### config.mk
export PLATFORM = sky130hd
export DESIGN_NAME = battery_voltage_to_percent_core
export DESIGN_NICKNAME = d
export VERILOG_FILES = /design/src/sv/bvp_pkg.sv /design/src/sv/bvp_front.sv /design/src/sv/bvp_div.sv /design/src/sv/battery_voltage_to_percent_core.sv
export VERILOG_INCLUDE_DIRS = /design/src /design/src/sv
export SDC_FILE = /design/constraint.sdc
export NUM_CORES = 1
export LEC_CHECK = 0
export BUFFER_PORTS_ARGS = -buffer_cell sky130_fd_sc_hd__clkbuf_2
export CORE_MARGIN = 10
export CORE_UTILIZATION = 55
export DETAILED_ROUTE_END_ITERATION = 7
export GPL_TIMING_DRIVEN = 1
export PLACE_DENSITY = 0.71
export SLEW_MARGIN = 0
export SYNTH_ARGS = -nofsm -noshare
export SYNTH_HDL_FRONTEND = slang
export SYNTH_SLANG_ARGS = --single-unit
### constraint.sdc
create_clock -name i_clk -period 8.11 [get_ports i_clk]
set_input_delay 0.4055 -clock i_clk [delete_from_list [all_inputs] [get_ports i_clk]]
set_output_delay 0.4055 -clock i_clk [all_outputs]
set_load 0.005 [all_outputs]
### src/sv/assert_macros.svh
// ---------------------------------------------------------------------------
// Assertion macros
// Concurrent checks clocked by i_clk and disabled while i_rst_n is low.
// ---------------------------------------------------------------------------
`ifndef ASSERT_MACROS_SVH
`define ASSERT_MACROS_SVH

// Same-cycle implication.
`define ASSERT_IMPL(lbl, ante, cons, msg) \
    lbl: assert property (@(posedge i_clk) disable iff (!i_rst_n) (ante) |-> (cons)) \
        else $error(msg);

// Next-cycle implication.
`define ASSERT_NEXT(lbl, ante, cons, msg) \
    lbl: assert property (@(posedge i_clk) disable iff (!i_rst_n) (ante) |=> (cons)) \
        else $error(msg);

`endif

### src/sv/bvp_pkg.sv
// ---------------------------------------------------------------------------
// bvp_pkg
// Breakpoint tables, field widths and stage payload types of the
// battery voltage to percent converter.
// ---------------------------------------------------------------------------
package bvp_pkg;

    localparam int TABLE_LEN       = 21;
    localparam int BREAKPOINTS_DEF = 21;
    localparam int IDX_W           = 5;
    localparam int CODE_W          = 16;
    localparam int PCT_W           = 7;
    localparam int DP_W            = 5;
    localparam int DX_W            = 8;
    localparam int PROD_W          = 13;
    localparam int QUO_W           = 5;
    localparam int PCT_MAX         = 100;
    localparam int DP_MAX          = 30;

    localparam logic [CODE_W-1:0] VOLT_TAB [TABLE_LEN] = '{
        16'h0C7A, 16'h0D53, 16'h0D6C, 16'h0D9A, 16'h0DE1, 16'h0E28, 16'h0E39,
        16'h0E5F, 16'h0EB6, 16'h0F12, 16'h0F1F, 16'h0F34, 16'h0F45, 16'h0F5E,
        16'h0FD3, 16'h0FD7, 16'h0FDF, 16'h0FE3, 16'h0FE8, 16'h0FEC, 16'h1072
    };

    localparam logic [PCT_W-1:0] PCT_TAB [TABLE_LEN] = '{
        7'd0,  7'd4,  7'd6,  7'd10, 7'd16, 7'd21, 7'd23,
        7'd26, 7'd35, 7'd46, 7'd48, 7'd51, 7'd53, 7'd57,
        7'd87, 7'd88, 7'd90, 7'd92, 7'd93, 7'd94, 7'd100
    };

    typedef struct packed {
        logic [PCT_W-1:0] base;
        logic [DP_W-1:0]  dp;
        logic [DX_W-1:0]  dv;
        logic [DX_W-1:0]  dx;
    } t_sel;

    typedef struct packed {
        logic [PCT_W-1:0]  base;
        logic [DX_W-1:0]   dv;
        logic [PROD_W-1:0] prod;
    } t_mul;

    typedef struct packed {
        logic [PCT_W-1:0]  base;
        logic [DX_W-1:0]   dv;
        logic [PROD_W-1:0] rem;
        logic [QUO_W-1:0]  quo;
    } t_div;

endpackage

### src/sv/bvp_front.sv
// ---------------------------------------------------------------------------
// bvp_front
// Compare, segment select and multiply stages: yields the segment base
// percentage, the segment width and the scaled offset for the divider.
// ---------------------------------------------------------------------------
module bvp_front #(
    parameter int BREAKPOINTS = bvp_pkg::BREAKPOINTS_DEF
) (
    input  logic                        i_clk,
    input  logic                        i_rst_n,
    input  logic                        i_vld,
    input  logic [bvp_pkg::CODE_W-1:0]  i_code,
    output logic                        o_rdy,
    output logic                        o_vld,
    output bvp_pkg::t_mul               o_data,
    input  logic                        i_rdy
);

    localparam int N_USED = (BREAKPOINTS < bvp_pkg::TABLE_LEN) ? BREAKPOINTS
                                                                : bvp_pkg::TABLE_LEN;

    logic                                r_s1_vld;
    logic [bvp_pkg::CODE_W-1:0]          r_s1_code;
    logic [bvp_pkg::TABLE_LEN-1:1]       r_s1_le;
    logic                                r_s1_below;
    logic [bvp_pkg::TABLE_LEN-1:1]       n_s1_le;

    logic                                r_s2_vld;
    bvp_pkg::t_sel                       r_s2;
    bvp_pkg::t_sel                       n_s2;

    logic                                r_s3_vld;
    bvp_pkg::t_mul                       r_s3;
    bvp_pkg::t_mul                       n_s3;

    logic                                s1_rdy;
    logic                                s2_rdy;
    logic                                s3_rdy;
    logic                                found;
    logic [bvp_pkg::IDX_W-1:0]           sel;
    logic [bvp_pkg::IDX_W-1:0]           sel_m1;

    assign s3_rdy = !r_s3_vld || i_rdy;
    assign s2_rdy = !r_s2_vld || s3_rdy;
    assign s1_rdy = !r_s1_vld || s2_rdy;
    assign o_rdy  = s1_rdy;
    assign o_vld  = r_s3_vld;
    assign o_data = r_s3;

    always_comb begin
        for (int k = 1; k < bvp_pkg::TABLE_LEN; k++) begin
            n_s1_le[k] = (k < N_USED) && (i_code <= bvp_pkg::VOLT_TAB[k]);
        end
    end

    always_ff @(posedge i_clk) begin
        if (!i_rst_n) begin
            r_s1_vld <= 1'b0;
        end else if (s1_rdy) begin
            r_s1_vld <= i_vld;
        end
        if (s1_rdy && i_vld) begin
            r_s1_code  <= i_code;
            r_s1_le    <= n_s1_le;
            r_s1_below <= i_code < bvp_pkg::VOLT_TAB[0];
        end
    end

    always_comb begin
        found = 1'b0;
        sel   = '0;
        for (int k = bvp_pkg::TABLE_LEN - 1; k >= 1; k--) begin
            if (r_s1_le[k]) begin
                found = 1'b1;
                sel   = bvp_pkg::IDX_W'(k);
            end
        end
        sel_m1 = sel - bvp_pkg::IDX_W'(1);
        if (r_s1_below) begin
            n_s2.base = '0;
            n_s2.dp   = '0;
            n_s2.dv   = bvp_pkg::DX_W'(1);
            n_s2.dx   = '0;
        end else if (!found) begin
            n_s2.base = bvp_pkg::PCT_TAB[N_USED-1];
            n_s2.dp   = '0;
            n_s2.dv   = bvp_pkg::DX_W'(1);
            n_s2.dx   = '0;
        end else begin
            n_s2.base = bvp_pkg::PCT_TAB[sel_m1];
            n_s2.dp   = bvp_pkg::DP_W'(bvp_pkg::PCT_TAB[sel] - bvp_pkg::PCT_TAB[sel_m1]);
            n_s2.dv   = bvp_pkg::DX_W'(bvp_pkg::VOLT_TAB[sel] - bvp_pkg::VOLT_TAB[sel_m1]);
            n_s2.dx   = bvp_pkg::DX_W'(r_s1_code - bvp_pkg::VOLT_TAB[sel_m1]);
        end
    end

    always_ff @(posedge i_clk) begin
        if (!i_rst_n) begin
            r_s2_vld <= 1'b0;
        end else if (s2_rdy) begin
            r_s2_vld <= r_s1_vld;
        end
        if (s2_rdy && r_s1_vld) begin
            r_s2 <= n_s2;
        end
    end

    always_comb begin
        n_s3.base = r_s2.base;
        n_s3.dv   = r_s2.dv;
        n_s3.prod = bvp_pkg::PROD_W'(r_s2.dp) * bvp_pkg::PROD_W'(r_s2.dx);
    end

    always_ff @(posedge i_clk) begin
        if (!i_rst_n) begin
            r_s3_vld <= 1'b0;
        end else if (s3_rdy) begin
            r_s3_vld <= r_s2_vld;
        end
        if (s3_rdy && r_s2_vld) begin
            r_s3 <= n_s3;
        end
    end

endmodule

### src/sv/bvp_div.sv
// ---------------------------------------------------------------------------
// bvp_div
// Pipelined restoring divider: one quotient bit per stage, scaled offset
// divided by the segment width.
// ---------------------------------------------------------------------------
module bvp_div (
    input  logic                        i_clk,
    input  logic                        i_rst_n,
    input  logic                        i_vld,
    input  bvp_pkg::t_mul               i_data,
    output logic                        o_rdy,
    output logic                        o_vld,
    output logic [bvp_pkg::PCT_W-1:0]   o_base,
    output logic [bvp_pkg::QUO_W-1:0]   o_quo,
    input  logic                        i_rdy
);

    localparam int NSTG = bvp_pkg::QUO_W;

    logic          r_vld  [NSTG];
    bvp_pkg::t_div r_stg  [NSTG];
    logic          stg_rdy[NSTG+1];
    logic          in_vld [NSTG];
    bvp_pkg::t_div in_stg [NSTG];
    bvp_pkg::t_div n_stg  [NSTG];

    assign stg_rdy[NSTG] = i_rdy;
    assign o_rdy         = stg_rdy[0];
    assign o_vld         = r_vld[NSTG-1];
    assign o_base        = r_stg[NSTG-1].base;
    assign o_quo         = r_stg[NSTG-1].quo;

    assign in_vld[0]      = i_vld;
    assign in_stg[0].base = i_data.base;
    assign in_stg[0].dv   = i_data.dv;
    assign in_stg[0].rem  = i_data.prod;
    assign in_stg[0].quo  = '0;

    for (genvar j = 0; j < NSTG; j++) begin : g_stage
        localparam int BIT = NSTG - 1 - j;

        logic [bvp_pkg::PROD_W-1:0] dvs;
        logic                       take;

        if (j > 0) begin : g_link
            assign in_vld[j] = r_vld[j-1];
            assign in_stg[j] = r_stg[j-1];
        end

        assign stg_rdy[j] = !r_vld[j] || stg_rdy[j+1];

        always_comb begin
            dvs            = bvp_pkg::PROD_W'(in_stg[j].dv) << BIT;
            take           = in_stg[j].rem >= dvs;
            n_stg[j].base  = in_stg[j].base;
            n_stg[j].dv    = in_stg[j].dv;
            n_stg[j].rem   = take ? (in_stg[j].rem - dvs) : in_stg[j].rem;
            n_stg[j].quo   = {in_stg[j].quo[bvp_pkg::QUO_W-2:0], take};
        end

        always_ff @(posedge i_clk) begin
            if (!i_rst_n) begin
                r_vld[j] <= 1'b0;
            end else if (stg_rdy[j]) begin
                r_vld[j] <= in_vld[j];
            end
            if (stg_rdy[j] && in_vld[j]) begin
                r_stg[j] <= n_stg[j];
            end
        end
    end

endmodule

### src/sv/battery_voltage_to_percent_core.sv
// ---------------------------------------------------------------------------
// battery_voltage_to_percent_core
// Converts a raw battery voltage code into a charge percentage by piecewise
// linear interpolation over a fixed breakpoint table.
// ---------------------------------------------------------------------------
// Input channel: i_valid / o_stall carry i_voltage_code; a transfer happens
// at a rising edge with i_valid high and o_stall low.
// Output channel: o_valid / i_stall carry o_charge_percent (0..100); a
// transfer happens at a rising edge with o_valid high and i_stall low.
// Pipeline: 3 front stages for compare, segment select and multiply,
// 5 divider stages at one quotient bit each, 1 output register.
// Throughput: one code per cycle while o_stall is low.
// Codes below the first breakpoint give 0, codes above the last give 100.
// Reset (i_rst_n low, synchronous) empties every stage; o_valid drops.
// While i_stall holds the result, earlier empty stages keep filling; once
// all stages hold data, o_stall rises and no further code is taken.
// ---------------------------------------------------------------------------
`include "assert_macros.svh"

module battery_voltage_to_percent_core #(
    parameter int BREAKPOINTS = bvp_pkg::BREAKPOINTS_DEF
) (
    input  logic                        i_clk,
    input  logic                        i_rst_n,
    input  logic                        i_valid,
    output logic                        o_stall,
    input  logic [bvp_pkg::CODE_W-1:0]  i_voltage_code,
    output logic                        o_valid,
    input  logic                        i_stall,
    output logic [bvp_pkg::PCT_W-1:0]   o_charge_percent
);

    logic                        front_rdy;
    logic                        front_vld;
    bvp_pkg::t_mul               front_data;
    logic                        div_rdy;
    logic                        div_vld;
    logic [bvp_pkg::PCT_W-1:0]   div_base;
    logic [bvp_pkg::QUO_W-1:0]   div_quo;
    logic                        out_rdy;
    logic                        r_out_vld;
    logic [bvp_pkg::PCT_W-1:0]   r_pct;
    logic [bvp_pkg::PCT_W-1:0]   n_pct;

    bvp_front #(
        .BREAKPOINTS (BREAKPOINTS)
    ) u_front (
        .i_clk   (i_clk),
        .i_rst_n (i_rst_n),
        .i_vld   (i_valid),
        .i_code  (i_voltage_code),
        .o_rdy   (front_rdy),
        .o_vld   (front_vld),
        .o_data  (front_data),
        .i_rdy   (div_rdy)
    );

    bvp_div u_div (
        .i_clk   (i_clk),
        .i_rst_n (i_rst_n),
        .i_vld   (front_vld),
        .i_data  (front_data),
        .o_rdy   (div_rdy),
        .o_vld   (div_vld),
        .o_base  (div_base),
        .o_quo   (div_quo),
        .i_rdy   (out_rdy)
    );

    assign out_rdy          = !r_out_vld || !i_stall;
    assign n_pct            = div_base + bvp_pkg::PCT_W'(div_quo);
    assign o_stall          = !front_rdy;
    assign o_valid          = r_out_vld;
    assign o_charge_percent = r_pct;

    always_ff @(posedge i_clk) begin
        if (!i_rst_n) begin
            r_out_vld <= 1'b0;
        end else if (out_rdy) begin
            r_out_vld <= div_vld;
        end
        if (out_rdy && div_vld) begin
            r_pct <= n_pct;
        end
    end

    `ASSERT_IMPL(a_pct_range, r_out_vld, r_pct <= bvp_pkg::PCT_W'(bvp_pkg::PCT_MAX), "percent above 100")
    `ASSERT_IMPL(a_quo_range, div_vld, div_quo <= bvp_pkg::QUO_W'(bvp_pkg::DP_MAX), "quotient exceeds segment step")
    `ASSERT_IMPL(a_stall_full, o_stall, r_out_vld && i_stall && div_vld && front_vld, "stall with a bubble in the pipe")
    `ASSERT_NEXT(a_hold_result, r_out_vld && i_stall, r_out_vld, "held result dropped")

endmodule

==> results_dict.tcl <==
set metrics [dict create \
    p_leak_nw 5.91 \
    rows 57 \
    worst_slew_pin_slew_ns 1.12 \
    whs_path_depth 2 \
    grt_pass1_wl_mm 43.2 \
    synth_xor_area_share_pct 3.56 \
    die_y_um 177 \
    root_buffer "clkbuf_16" \
    synth.distinct_cells 74 \
    synthesis.area_mm2 0.0135 \
    syn_inst 1207 \
    yosysTopAreaCell "edfxtp_1" \
    cts_setup_buffers 0 \
    criticalPathCategory "reg -> reg" \
    synth_edf_count 230 \
    synthTopCellsByCount "230 x edfxtp_1, 108 x inv_1, 97 x nand2_1" \
    critPathLaunchType "flip-flop" \
    ys.flop_type "edfxtp_1" \
    fmaxAchievable_mhz 154 \
    cts_made_buffers 25 \
    diodes 0 \
    ir_drop_mv 0.142 \
    grt_setup_unrepaired "false" \
    holdBufCountCts 0 \
    slew_headroom_pct 25.6 \
    vias 8975 \
    cts.sinks 235 \
    grt_pass1_vias 9029 \
    ff2ff_path_depth 20 \
    hpwl_mm 19.3 \
    vias_per_cell 5.70 \
    dieWidth_um 177 \
    netlist.area_leader.share_pct 51.0 \
    pin_count 29 \
    hold_viol_final 0 \
    hold_slack_ns 0.111 \
    syn_nets 1347 \
    initial_core_util_pct 55.8 \
    synth.area.top_cells "edfxtp_1 51%, ha_1 8.7%, fa_1 3.8%, a21oi_1 3.1%, inv_1 3.0%" \
    tns_ns 0 \
    synth_top_family_by_area "compound AO/OA/AOI/OAI gates" \
    synth_compound_area_share_pct 13.4 \
    syn_area_per_cell_um2 11.2 \
    place_area_mm2 0.0140 \
    drt-total-wl_mm 25.8 \
    routabilityCongestion 0.890 \
    ys_seq_area_share_pct 51.7 \
    antenna_found_initial 0 \
    fin_crit_ns 6.49 \
    maxCapViolations 0 \
    skew_ns 0.0162 \
    tritoncts "done" \
    finalSetupViolations 0 \
    async_reset_ff_share_pct 0 \
    ctsResizeCount 0 \
    grt.total_usage_pct 16.6 \
    yosys.cell_count.top_type "edfxtp_1" \
    drt-wirelength-per-cell_um 16.4 \
    cts_htree_levels 1 \
    clockBufferDepth 3 \
    final_util_pct 60.8 \
    yosys_register_bits 235 \
    crit_path_end_kind "flip-flop" \
    fin_area_mm2 0.0147 \
    port-buffer-count 28 \
    drc 0 \
    nNetsFinal 1372 \
    syn2layout_area_growth_pct 8.81 \
    core-area_mm2 0.0242 \
    power_density_mw_per_mm2 194 \
    drive_above_1_share_pct 8.32 \
    synthSimpleGateAreaFrac_pct 13.1 \
    grt_max_degree 33 \
    path_clk_slew_ns 0.06 \
    hold_path_class "in -> reg" \
    required_ns 8.37 \
    crit_fanout 32 \
    synthMuxAreaShare_pct 1.32 \
    crit_arrival_ns 6.76 \
    insertion_delay_ns 0.51 \
    drt-initial-drc-count 569 \
    slew_viol_final 0 \
    ys_warn_count 0 \
    dieArea_mm2 0.0313 \
    yosys.area_share.adder_pct 12.5 \
    firstDrtPassIters 6 \
    timing.final.crit_share_pct 80.1 \
    status "finished, final reports clean" \
    ant_nets 0 \
    p_total_mw 2.86 \
    overflow 0 \
]
cell usage in the layout, fill, tap and decap left out, types with 9 or more instances in the layout:
master | synthesis | routed
a211oi_1 | 12 | 12
a21o_1 | 22 | 22
a21oi_1 | 84 | 84
a31oi_1 | 13 | 13
and2_1 | 34 | 34
and3_1 | 10 | 10
clkbuf_1 | 30 | 9
clkbuf_16 | 0 | 25
clkbuf_2 | 0 | 28
edfxtp_1 | 230 | 230
fa_1 | 26 | 26
ha_1 | 94 | 94
inv_1 | 108 | 108
mux2i_1 | 10 | 10
nand2_1 | 97 | 97
nand2b_1 | 22 | 22
nand3_1 | 13 | 13
nor2_1 | 76 | 76
nor2b_1 | 25 | 20
nor3_1 | 21 | 21
o211ai_1 | 10 | 10
o21ai_0 | 64 | 64
o31ai_1 | 14 | 14
xnor2_1 | 30 | 30
xor2_1 | 20 | 20
sequential cells by signal (all words and copies together) (netlist names):
register	cells
u_front.n_s3	15
o_valid	1
u_front.r_s2	13
u_front.r_s1_vld	1
u_front.r_s1_code	8
u_div.r_vld	5
u_front.o_vld	1
u_front.r_s1_below	1
u_front.r_s1_le	20
u_front.o_data	28
o_charge_percent	7
u_front.r_s2_vld	1
u_div.r_stg	134
metrics by stage:
step	setup WS, ns	instances
6_report	1.62	1574
4_1_cts	1.72	1574
3_3_place_gp	2.11	1529
5_1_grt	0.972	1574
3_5_place_dp	1.76	1529
2_1_floorplan	2.92	1207
layout make-up:
type / instances / area [um2]
fillers: 1984 / 9510
repair buffers: 36 / 200
flip-flops and latches: 235 / 7010
clock inverters: 11 / 86.3
inverters: 109 / 409
well taps: 324 / 405
clock buffers: 34 / 659
multi-input cells: 825 / 5970
cell families after synthesis:
group,after synthesis
and+or+nand+nor,350
AOI/OAI and AO/OA,286
DFF,235
buffers and inverters,147
adders and majority gates,120
xor gates and xnor gates,52
muxes,17
power by group:
group / internal [mW] / switching (mW)
Combinational: 0.175 / 0.254
Clock: 0.602 / 0.431
Sequential: 1.37 / 0.0263
Total: 2.15 / 0.711
final timing paths:
kind,startpoint,endpoint,slack [ns]
max,u_front.r_s1_le[18]$_DFFE_PP_,u_front.r_s2[7]$_SDFFCE_PP0P_,1.62
min,i_valid,u_front.r_s1_vld$_SDFFE_PN0N_,0.11
max reg2reg,u_front.r_s1_le[18]$_DFFE_PP_,u_front.r_s2[7]$_SDFFCE_PP0P_,1.62
min reg2reg,u_div.r_stg[0][28]$_DFFE_PP_,u_div.r_stg[0][61]$_DFFE_PP_,0.42
routing by layer:
metal	GRT usage, %	wire [um]	vias to the layer above
li1	-	-	4432
met1	20.3	11200	4315
met2	29.9	12900	181
met3	2.20	1080	47
met4	5.04	629	0
met5	0	0	-
critical path: stages, from the launching register on:
cell       delay (ns)
edfxtp_1         0.41
nand2b_1         0.18
a2111oi_0        0.48
a211oi_1         0.13
o221ai_1         0.88
inv_1            0.31
ha_1             0.43
ha_1             0.93
mux2i_1          0.26
nor2_1           0.06
o21ai_1          0.21
o21ai_0          0.25
ha_1             0.34
nor2b_1          0.13
o21ai_0          0.23
a21oi_1          0.13
o21ai_0          0.23
a21oi_1          0.12
xnor2_1          0.23
a211oi_1         0.08
o21bai_1         0.20
Power figures use the tool's default switching activity.
